<file path="config.mk">
export PLATFORM = sky130hd
export DESIGN_NAME = float_integer_power
export DESIGN_NICKNAME = d
export VERILOG_FILES = /design/src/design/fip_pkg.sv /design/src/design/fip_funit.sv /design/src/design/fip_seq.sv /design/src/design/float_integer_power.sv
export SDC_FILE = /design/constraint.sdc
export NUM_CORES = 2
export LEC_CHECK = 0
export BUFFER_PORTS_ARGS = -buffer_cell sky130_fd_sc_hd__buf_2
export CORE_MARGIN = 4
export CORE_UTILIZATION = 60
export CTS_BUF_LIST = sky130_fd_sc_hd__clkbuf_8
export DETAILED_ROUTE_END_ITERATION = 6
export PLACE_DENSITY_LB_ADDON = 0.2
export SKIP_CTS_REPAIR_TIMING = 1
export SLEW_MARGIN = 30
export SYNTH_ARGS = -nofsm -noshare
export SYNTH_HDL_FRONTEND = slang
export SYNTH_SLANG_ARGS = --single-unit
</file>
<file path="constraint.sdc">
create_clock -name clk -period 8.7 [get_ports clk]
set_clock_uncertainty 0.15 [all_clocks]
set_input_delay 0.87 -clock clk [delete_from_list [all_inputs] [get_ports clk]]
set_output_delay 0.87 -clock clk [all_outputs]
set_load 0.03 [all_outputs]
</file>
<file path="src/design/fip_pkg.sv">
// ----------------------------------------------------------------------------
// Float integer power package
// Shared constants, the sequencer-to-unit control struct and the status struct.
// ----------------------------------------------------------------------------
package fip_pkg;

  localparam logic [31:0] ONE_BITS = 32'h3F80_0000;
  localparam logic [31:0] QNAN_BITS = 32'h7FC0_0000;

  typedef enum logic [1:0] {
    OP_MUL = 2'b01,
    OP_DIV = 2'b10
  } fop_t;

  typedef struct packed {
    logic start;
    fop_t op;
  } fu_ctl_t;

  typedef struct packed {
    logic done;
    logic busy;
  } fu_sts_t;

endpackage

</file>
<file path="src/design/fip_funit.sv">
// ----------------------------------------------------------------------------
// Float integer power arithmetic unit
// Shared binary32 multiplier and iterative divider, round to nearest even.
// ----------------------------------------------------------------------------
module fip_funit (
  input  logic            clk,
  input  logic            rst_n,
  input  fip_pkg::fu_ctl_t ctl,
  input  logic [31:0]     a,
  input  logic [31:0]     b,
  output fip_pkg::fu_sts_t sts,
  output logic [31:0]     y
);
  import fip_pkg::*;

  typedef enum logic [4:0] {
    U_IDLE = 5'b00001,
    U_PREP = 5'b00010,
    U_MUL  = 5'b00100,
    U_DIV  = 5'b01000,
    U_RND  = 5'b10000
  } ust_t;

  ust_t        st_r, st_nxt;
  fop_t        op_r;
  logic        sgn_r;
  logic        spec_r;
  logic [31:0] spec_val_r;
  logic signed [10:0] exp_r;     // biased result exponent before normalising
  logic [23:0] ma_r, mb_r;
  logic [47:0] prod_r;           // significand product or divide quotient
  logic [25:0] rem_r;
  logic [5:0]  cnt_r;
  logic [31:0] y_r;
  logic        done_r;

  // Unpacked operands.
  logic        sa, sb, za, zb, ia, ib, na, nb;
  logic [7:0]  ea, eb;
  logic [23:0] fa, fb;
  logic [4:0]  lza, lzb;
  logic signed [10:0] xa, xb;

  function automatic logic [4:0] lzc24(input logic [23:0] v);
    logic [4:0] n;
    n = 5'd24;
    for (int i = 0; i < 24; i++) if (v[i]) n = 5'(23 - i);
    return n;
  endfunction

  always_comb begin
    sa = a[31]; sb = b[31];
    ea = a[30:23]; eb = b[30:23];
    fa = {(ea != 8'd0), a[22:0]};
    fb = {(eb != 8'd0), b[22:0]};
    za = (ea == 8'd0) && (a[22:0] == 23'd0);
    zb = (eb == 8'd0) && (b[22:0] == 23'd0);
    ia = (ea == 8'hFF) && (a[22:0] == 23'd0);
    ib = (eb == 8'hFF) && (b[22:0] == 23'd0);
    na = (ea == 8'hFF) && (a[22:0] != 23'd0);
    nb = (eb == 8'hFF) && (b[22:0] != 23'd0);
    lza = lzc24(fa);
    lzb = lzc24(fb);
    xa = $signed({3'd0, (ea == 8'd0) ? 8'd1 : ea}) - $signed({6'd0, lza});
    xb = $signed({3'd0, (eb == 8'd0) ? 8'd1 : eb}) - $signed({6'd0, lzb});
  end

  // Normalise and round stage.
  logic [47:0] nm;
  logic signed [10:0] ne;
  logic [24:0] mant;   // 24 kept bits plus carry
  logic        gbit, sticky;
  logic [47:0] sh;
  logic [6:0]  rsh;
  logic [31:0] rnd_y;

  always_comb begin
    // prod_r holds a value with its leading one at bit 46 or 47, exponent exp_r
    // referring to bit 46.
    if (prod_r[47]) begin
      nm = prod_r;
      ne = exp_r + 11'sd1;
    end else begin
      nm = prod_r << 1;
      ne = exp_r;
    end
    // Now the leading one is at bit 47; subnormal results shift right.
    rsh = 7'd0;
    if (ne < 11'sd1) rsh = (11'sd1 - ne > 11'sd40) ? 7'd40 : 7'(11'sd1 - ne);
    sh = nm >> rsh;
    sticky = ((nm & ((48'd1 << rsh) - 48'd1)) != 48'd0) || (|sh[22:0]) || (rem_r != 26'd0);
    gbit = sh[23];
    mant = {1'b0, sh[47:24]};
    if (gbit && (sticky || mant[0])) mant = mant + 25'd1;
    if (rsh != 7'd0) begin
      // subnormal: exponent field is 1 if rounding reached the hidden bit
      rnd_y = {sgn_r, (mant[23] ? 8'd1 : 8'd0), mant[22:0]};
    end else if (mant[24]) begin
      rnd_y = (ne + 11'sd1 >= 11'sd255) ? {sgn_r, 8'hFF, 23'd0}
                                        : {sgn_r, 8'(ne + 11'sd1), 23'd0};
    end else begin
      rnd_y = (ne >= 11'sd255) ? {sgn_r, 8'hFF, 23'd0} : {sgn_r, 8'(ne), mant[22:0]};
    end
  end

  always_comb begin
    st_nxt = st_r;
    unique case (st_r)
      U_IDLE: if (ctl.start) st_nxt = U_PREP;
      U_PREP: st_nxt = spec_r ? U_IDLE : ((op_r == OP_MUL) ? U_MUL : U_DIV);
      U_MUL:  st_nxt = U_RND;
      U_DIV:  if (cnt_r == 6'd0) st_nxt = U_RND;
      U_RND:  st_nxt = U_IDLE;
      default: st_nxt = U_IDLE;
    endcase
  end

  always_ff @(posedge clk) begin
    if (!rst_n) begin
      st_r   <= U_IDLE;
      done_r <= 1'b0;
    end else begin
      st_r   <= st_nxt;
      done_r <= ((st_r == U_PREP) && spec_r) || (st_r == U_RND);
    end
  end

  always_ff @(posedge clk) begin
    unique case (st_r)
      U_IDLE: if (ctl.start) begin
        op_r  <= ctl.op;
        sgn_r <= sa ^ sb;
        ma_r  <= fa << lza;
        mb_r  <= fb << lzb;
        rem_r <= 26'd0;
        if (ctl.op == OP_MUL) begin
          exp_r <= xa + xb - 11'sd127;
          spec_r <= na || nb || ia || ib || za || zb;
          if (na || nb || (ia && zb) || (za && ib)) spec_val_r <= QNAN_BITS;
          else if (ia || ib) spec_val_r <= {sa ^ sb, 8'hFF, 23'd0};
          else spec_val_r <= {sa ^ sb, 31'd0};
        end else begin
          exp_r <= xa - xb + 11'sd127 - 11'sd1;
          spec_r <= na || nb || ia || ib || za || zb;
          if (na || nb || (ia && ib) || (za && zb)) spec_val_r <= QNAN_BITS;
          else if (ia || zb) spec_val_r <= {sa ^ sb, 8'hFF, 23'd0};
          else spec_val_r <= {sa ^ sb, 31'd0};
        end
      end
      U_PREP: begin
        if (spec_r) y_r <= spec_val_r;
        prod_r <= 48'd0;
        rem_r  <= {2'b00, ma_r};
        cnt_r  <= 6'd47;
      end
      U_MUL: begin
        prod_r <= ma_r * mb_r;
        rem_r  <= 26'd0;
      end
      U_DIV: begin
        // Restoring division, one quotient bit per cycle, 48 bits: quotient
        // of ma/mb scaled by 2^47 so the leading one lands at bit 46 or 47.
        if (rem_r >= {2'b00, mb_r}) begin
          prod_r <= {prod_r[46:0], 1'b1};
          rem_r  <= (rem_r - {2'b00, mb_r}) << 1;
        end else begin
          prod_r <= {prod_r[46:0], 1'b0};
          rem_r  <= rem_r << 1;
        end
        cnt_r <= cnt_r - 6'd1;
      end
      U_RND: y_r <= rnd_y;
      default: ;
    endcase
  end

  assign sts.done = done_r;
  assign sts.busy = (st_r != U_IDLE);
  assign y = y_r;

endmodule

</file>
<file path="src/design/fip_seq.sv">
// ----------------------------------------------------------------------------
// Float integer power sequencer
// Walks the exponent magnitude bits, issuing squares and multiplies, then a divide for a negative exponent.
// ----------------------------------------------------------------------------
module fip_seq (
  input  logic             clk,
  input  logic             rst_n,
  input  logic             in_valid,
  output logic             in_stall,
  input  logic [31:0]      in_base_bits,
  input  logic signed [31:0] in_exponent,
  output logic             out_valid,
  input  logic             out_stall,
  output logic [31:0]      out_result_bits,
  output fip_pkg::fu_ctl_t ctl,
  output logic [31:0]      opa,
  output logic [31:0]      opb,
  input  fip_pkg::fu_sts_t sts,
  input  logic [31:0]      fy
);
  import fip_pkg::*;

  typedef enum logic [5:0] {
    S_IDLE = 6'b000001,
    S_STEP = 6'b000010,
    S_SQW  = 6'b000100,
    S_MULW = 6'b001000,
    S_DIVW = 6'b010000,
    S_OUT  = 6'b100000
  } sst_t;

  sst_t        st_r, st_nxt;
  logic [31:0] x_r, acc_r, mag_r, res_r;
  logic        neg_r;
  logic [31:0] mag_in;

  assign mag_in = in_exponent[31] ? (32'd0 - in_exponent) : in_exponent;
  assign in_stall = (st_r != S_IDLE);
  assign out_valid = (st_r == S_OUT);
  assign out_result_bits = res_r;

  always_comb begin
    st_nxt = st_r;
    ctl.start = 1'b0;
    ctl.op = OP_MUL;
    opa = x_r;
    opb = x_r;
    unique case (st_r)
      S_IDLE: if (in_valid) st_nxt = S_STEP;
      S_STEP: begin
        if (mag_r != 32'd0) begin
          ctl.start = 1'b1;
          st_nxt = S_SQW;
        end else if (neg_r) begin
          ctl.start = 1'b1;
          ctl.op = OP_DIV;
          opa = ONE_BITS;
          opb = acc_r;
          st_nxt = S_DIVW;
        end else begin
          st_nxt = S_OUT;
        end
      end
      S_SQW: if (sts.done) begin
        if (mag_r[0]) begin
          ctl.start = 1'b1;
          opa = acc_r;
          opb = fy;
          st_nxt = S_MULW;
        end else st_nxt = S_STEP;
      end
      S_MULW: if (sts.done) st_nxt = S_STEP;
      S_DIVW: if (sts.done) st_nxt = S_OUT;
      S_OUT:  if (!out_stall) st_nxt = S_IDLE;
      default: st_nxt = S_IDLE;
    endcase
  end

  always_ff @(posedge clk) begin
    if (!rst_n) st_r <= S_IDLE;
    else st_r <= st_nxt;
  end

  always_ff @(posedge clk) begin
    unique case (st_r)
      S_IDLE: if (in_valid) begin
        x_r   <= in_base_bits;
        acc_r <= mag_in[0] ? in_base_bits : ONE_BITS;
        mag_r <= mag_in >> 1;
        neg_r <= in_exponent[31];
        res_r <= mag_in[0] ? in_base_bits : ONE_BITS;
      end
      S_STEP: if (mag_r == 32'd0 && !neg_r) begin
        res_r <= (acc_r[30:23] == 8'hFF && acc_r[22:0] != 23'd0) ? QNAN_BITS : acc_r;
      end
      S_SQW: if (sts.done) begin
        x_r <= fy;
        if (!mag_r[0]) mag_r <= mag_r >> 1;
      end
      S_MULW: if (sts.done) begin
        acc_r <= fy;
        mag_r <= mag_r >> 1;
      end
      S_DIVW: if (sts.done) res_r <= fy;
      default: ;
    endcase
  end

endmodule

</file>
<file path="src/design/float_integer_power.sv">
// ----------------------------------------------------------------------------
// Float integer power
// Raises a binary32 base to a signed 32-bit integer power.
// ----------------------------------------------------------------------------
// One item at a time: square-and-multiply over the exponent magnitude on one
// shared float unit, then a 48-step divide for a negative exponent.
// The input is stalled from acceptance until the result transfer completes.
module float_integer_power (
  input  logic               clk,
  input  logic               rst_n,
  input  logic               in_valid,
  output logic               in_stall,
  input  logic [31:0]        in_base_bits,
  input  logic signed [31:0] in_exponent,
  output logic               out_valid,
  input  logic               out_stall,
  output logic [31:0]        out_result_bits
);
  import fip_pkg::*;

  fu_ctl_t     ctl;
  fu_sts_t     sts;
  logic [31:0] opa, opb, fy;

  fip_seq u_seq (
    .clk, .rst_n, .in_valid, .in_stall, .in_base_bits, .in_exponent,
    .out_valid, .out_stall, .out_result_bits,
    .ctl, .opa, .opb, .sts, .fy
  );

  fip_funit u_funit (
    .clk, .rst_n, .ctl, .a(opa), .b(opb), .sts, .y(fy)
  );

  // Results never leave as a non-canonical NaN.
  a_canon_nan: assert property (@(posedge clk) disable iff (!rst_n)
    out_valid |-> !(out_result_bits[30:23] == 8'hFF && out_result_bits[22:0] != 23'd0
                    && out_result_bits != QNAN_BITS))
    else $error("non-canonical NaN on output");

  // The unit is only started while idle.
  a_unit_start: assert property (@(posedge clk) disable iff (!rst_n)
    ctl.start |-> !sts.busy)
    else $error("float unit started while busy");

  // The input is held off while a result is pending.
  a_no_accept: assert property (@(posedge clk) disable iff (!rst_n)
    out_valid |-> in_stall)
    else $error("input open while result pending");

endmodule

</file>
==> out/summary.txt <==
Global-route congestion overflow total -> 0
Largest fanout on the critical path -> 12
Crit share post-route -> 96.7%
Fraction of met3 tracks used by global routing -> 6.64%
Wirelength, routed -> 146000 um
Nets@finish -> 6117
All-Layer GR Usage -> 35.4%
Die footprint -> 81400 um^2
Total iterations of the first detailed-routing run -> 7
Insertion delay to the later sink of the worst-skew pair -> 690 ps
Longest individual stage delay on the worst path -> 540 ps
Chip width -> 285 um
Port Buffer Count -> 101
Bufs on Longest Clock Path -> 3
Post-synthesis instance total -> 5270
Area of the core -> 76100 um^2
Violation count after the first detailed-route iteration -> 4399
Layout area overhead -> 6.52%
Proportion of layout cells with a drive suffix above 1 -> 9.34%
Result of the run -> complete, no violations
Setup violation total in the final timing report -> 0
Data required time of the worst path -> 8930 ps
Reg2Reg Setup Slack -> 290 ps
Final hold vios -> 0
Initial antenna violation count -> 16
Time the worst path needs with I/O delays and setup -> 8410 ps
Grt met1 use -> 47.7%
GP Congestion -> 1.05
CTS sink cnt -> 317
Total via count after detailed routing -> 39900
Primary FF master, synth -> edfxtp_1
Post-DR vias/cell -> 6.24
Post-Route Hold Slack -> 311 ps
Critical setup path kind -> reg2reg
Routed length per placed instance -> 22.9 um
Maximum number of pins on one net before global-route repair -> 67
CTS tree -> done
Proportion of synthesized chip area in sequential cells -> 20.4%
Arrival time reported for the critical path endpoint -> 8640 ps
Asr flop ratio synth -> 0%
Slew @ Worst Pin -> 1010 ps
Yosys warning total -> 0
Setup total negative slack -> 0 ps
Count of flip-flops with a built-in enable after synthesis -> 305
Initial cell density of the core -> 60.7%
Most Crowded Layer GR -> met2
Routed Antenna Nets -> 0
Class of the tightest hold or removal check -> in2reg
Startpoint type of the worst setup path -> flip-flop
Cell Rows -> 101
Met2 usage in global routing -> 56.2%
DRC Markers -> 0
Cell repeated most along the worst path -> fa_1
Inserted Clock Buffers -> 53
Highest achievable clock rate -> 119 MHz
Slew HR -> 32.2%
Final Max Slew Viols -> 0
CTS H-tree lvls -> 2
Post-detailed-placement half-perimeter wirelength -> 115000 um
Post-synthesis area per instance -> 8.76 um^2
Root Buffer Master -> clkbuf_8
Distinct cells, synth -> 124
Total of flip-flops plus latches after synthesis -> 317
Worst-path cell with the longest stage delay -> edfxtp_1
Number of top-level pins -> 102
Number of global-route vias before repair -> 39500
Max-cap violation count -> 0
Endpoint type of the worst setup path -> flip-flop
Vert. Die Dim -> 285 um
Global-route wire length before repair -> 228000 um
Mapped Area -> 46100 um^2
Clock-pin slew of the registers on the worst-case setup and hold paths -> 70 ps
cell type report:
| cell class | count | area (um^2) |
|---|---|---|
| diodes | 9 | 22.5 |
| clock buffers | 55 | 757 |
| clock inverters | 44 | 234 |
| fillers | 6539 | 26900 |
| inverters | 701 | 2630 |
| multi-input cells | 3969 | 33000 |
| flip-flops and latches | 317 | 9400 |
| well taps | 1030 | 1290 |
| repair buffers | 270 | 1860 |
cells by family after synthesis:
kind of cell,share of synthesized area (%)
simple gates,21.0
flops,20.4
compound gates,15.2
xor+xnor,3.06
buf+inv,8.54
fa+ha+maj,27.9
other cells,0.00813
mux,4.00
registers in the layout (all words and copies together) (netlist names), 2 cells and up:
signal and flops:
u_funit.prod_r 48, u_funit.exp_r 11, u_funit.rem_r 26, u_seq.mag_r 31, u_seq.x_r 31, u_seq.acc_r 32
u_funit.y 32, u_seq.st_r 6, u_funit.mb_r 24, u_funit.ma_r 24, u_funit.spec_val_r 3, u_funit.op_r 2
u_funit.st_r 5, u_funit.cnt_r 6, u_seq.out_result_bits 32
synthesized netlist by cell type, types with 24 or more instances:
master,number,share of area [%]
nor3_1,79,0.86
nor2_1,272,2.2
mux2_2,46,1.1
xnor2_1,83,1.6
and3_1,24,0.33
inv_1,697,5.7
nand3_1,106,1.1
or3_1,32,0.43
o211ai_1,50,0.81
nor2b_1,31,0.42
nor4_1,43,0.58
a21oi_1,195,2.1
a21o_1,35,0.57
nand2_1,535,4.4
a22oi_1,31,0.50
a211oi_1,60,0.98
fa_1,485,21
clkbuf_1,191,1.6
xor2_1,68,1.3
o21ai_0,256,2.8
buf_2,43,0.47
ha_1,252,6.8
nand4_1,35,0.47
a22o_1,34,0.65
a222oi_1,25,0.54
mux2i_1,127,2.8
nand2b_1,24,0.33
o22ai_1,34,0.46
edfxtp_1,305,20
and2_1,606,8.2
worst max-delay path: cells and delay by family, from the launching register on:
kind	cells	cell delay, ps
fa+ha+maj	8	3720
compound gates	10	2010
simple gates	7	890
buf+inv	7	800
flops	1	540
stage by stage:
stage | utilization (%) | setup WS [ps] | area (um^2) | cells
5_1_grt | 64.6 | -82.3 | 49100 | 6392
2_1_floorplan | - | 714 | 46100 | 5271
3_5_place_dp | 63.0 | 143 | 47900 | 6264
3_3_place_gp | 62.9 | 281 | 47800 | 6261
6_report | 64.6 | 285 | 49200 | 6395
4_1_cts | 64.3 | 114 | 48900 | 6363
per-layer routing:
metal	wire length, um	vias to the layer above
li1	-	17900
met1	58000	19500
met2	67100	2083
met3	13700	399
met4	7460	8
met5	52	-
worst paths after layout:
check              startpoint                 end  cells past startpoint
min          in_base_bits[28]       u_seq.x_r[28]                      3
max           u_funit.mb_r[3]  u_funit.prod_r[47]                     32
min reg2reg     u_funit.sgn_r       u_funit.y[31]                      2
max reg2reg   u_funit.mb_r[3]  u_funit.prod_r[47]                     32
cell usage in the layout, fill, tap and decap left out, types with 101 or more instances in the layout:
cell type,netlist,layout
a21oi_1,195,188
mux2i_1,127,127
nand3_1,106,105
and2_1,606,606
buf_2,43,101
buf_4,17,158
fa_1,485,485
inv_1,697,710
o21ai_0,256,252
nand2_1,535,534
edfxtp_1,305,305
ha_1,252,252
nor2_1,272,270
Power is not shown: default switching activity piles up to over one toggle a cycle in this logic, so the estimate is an artifact.
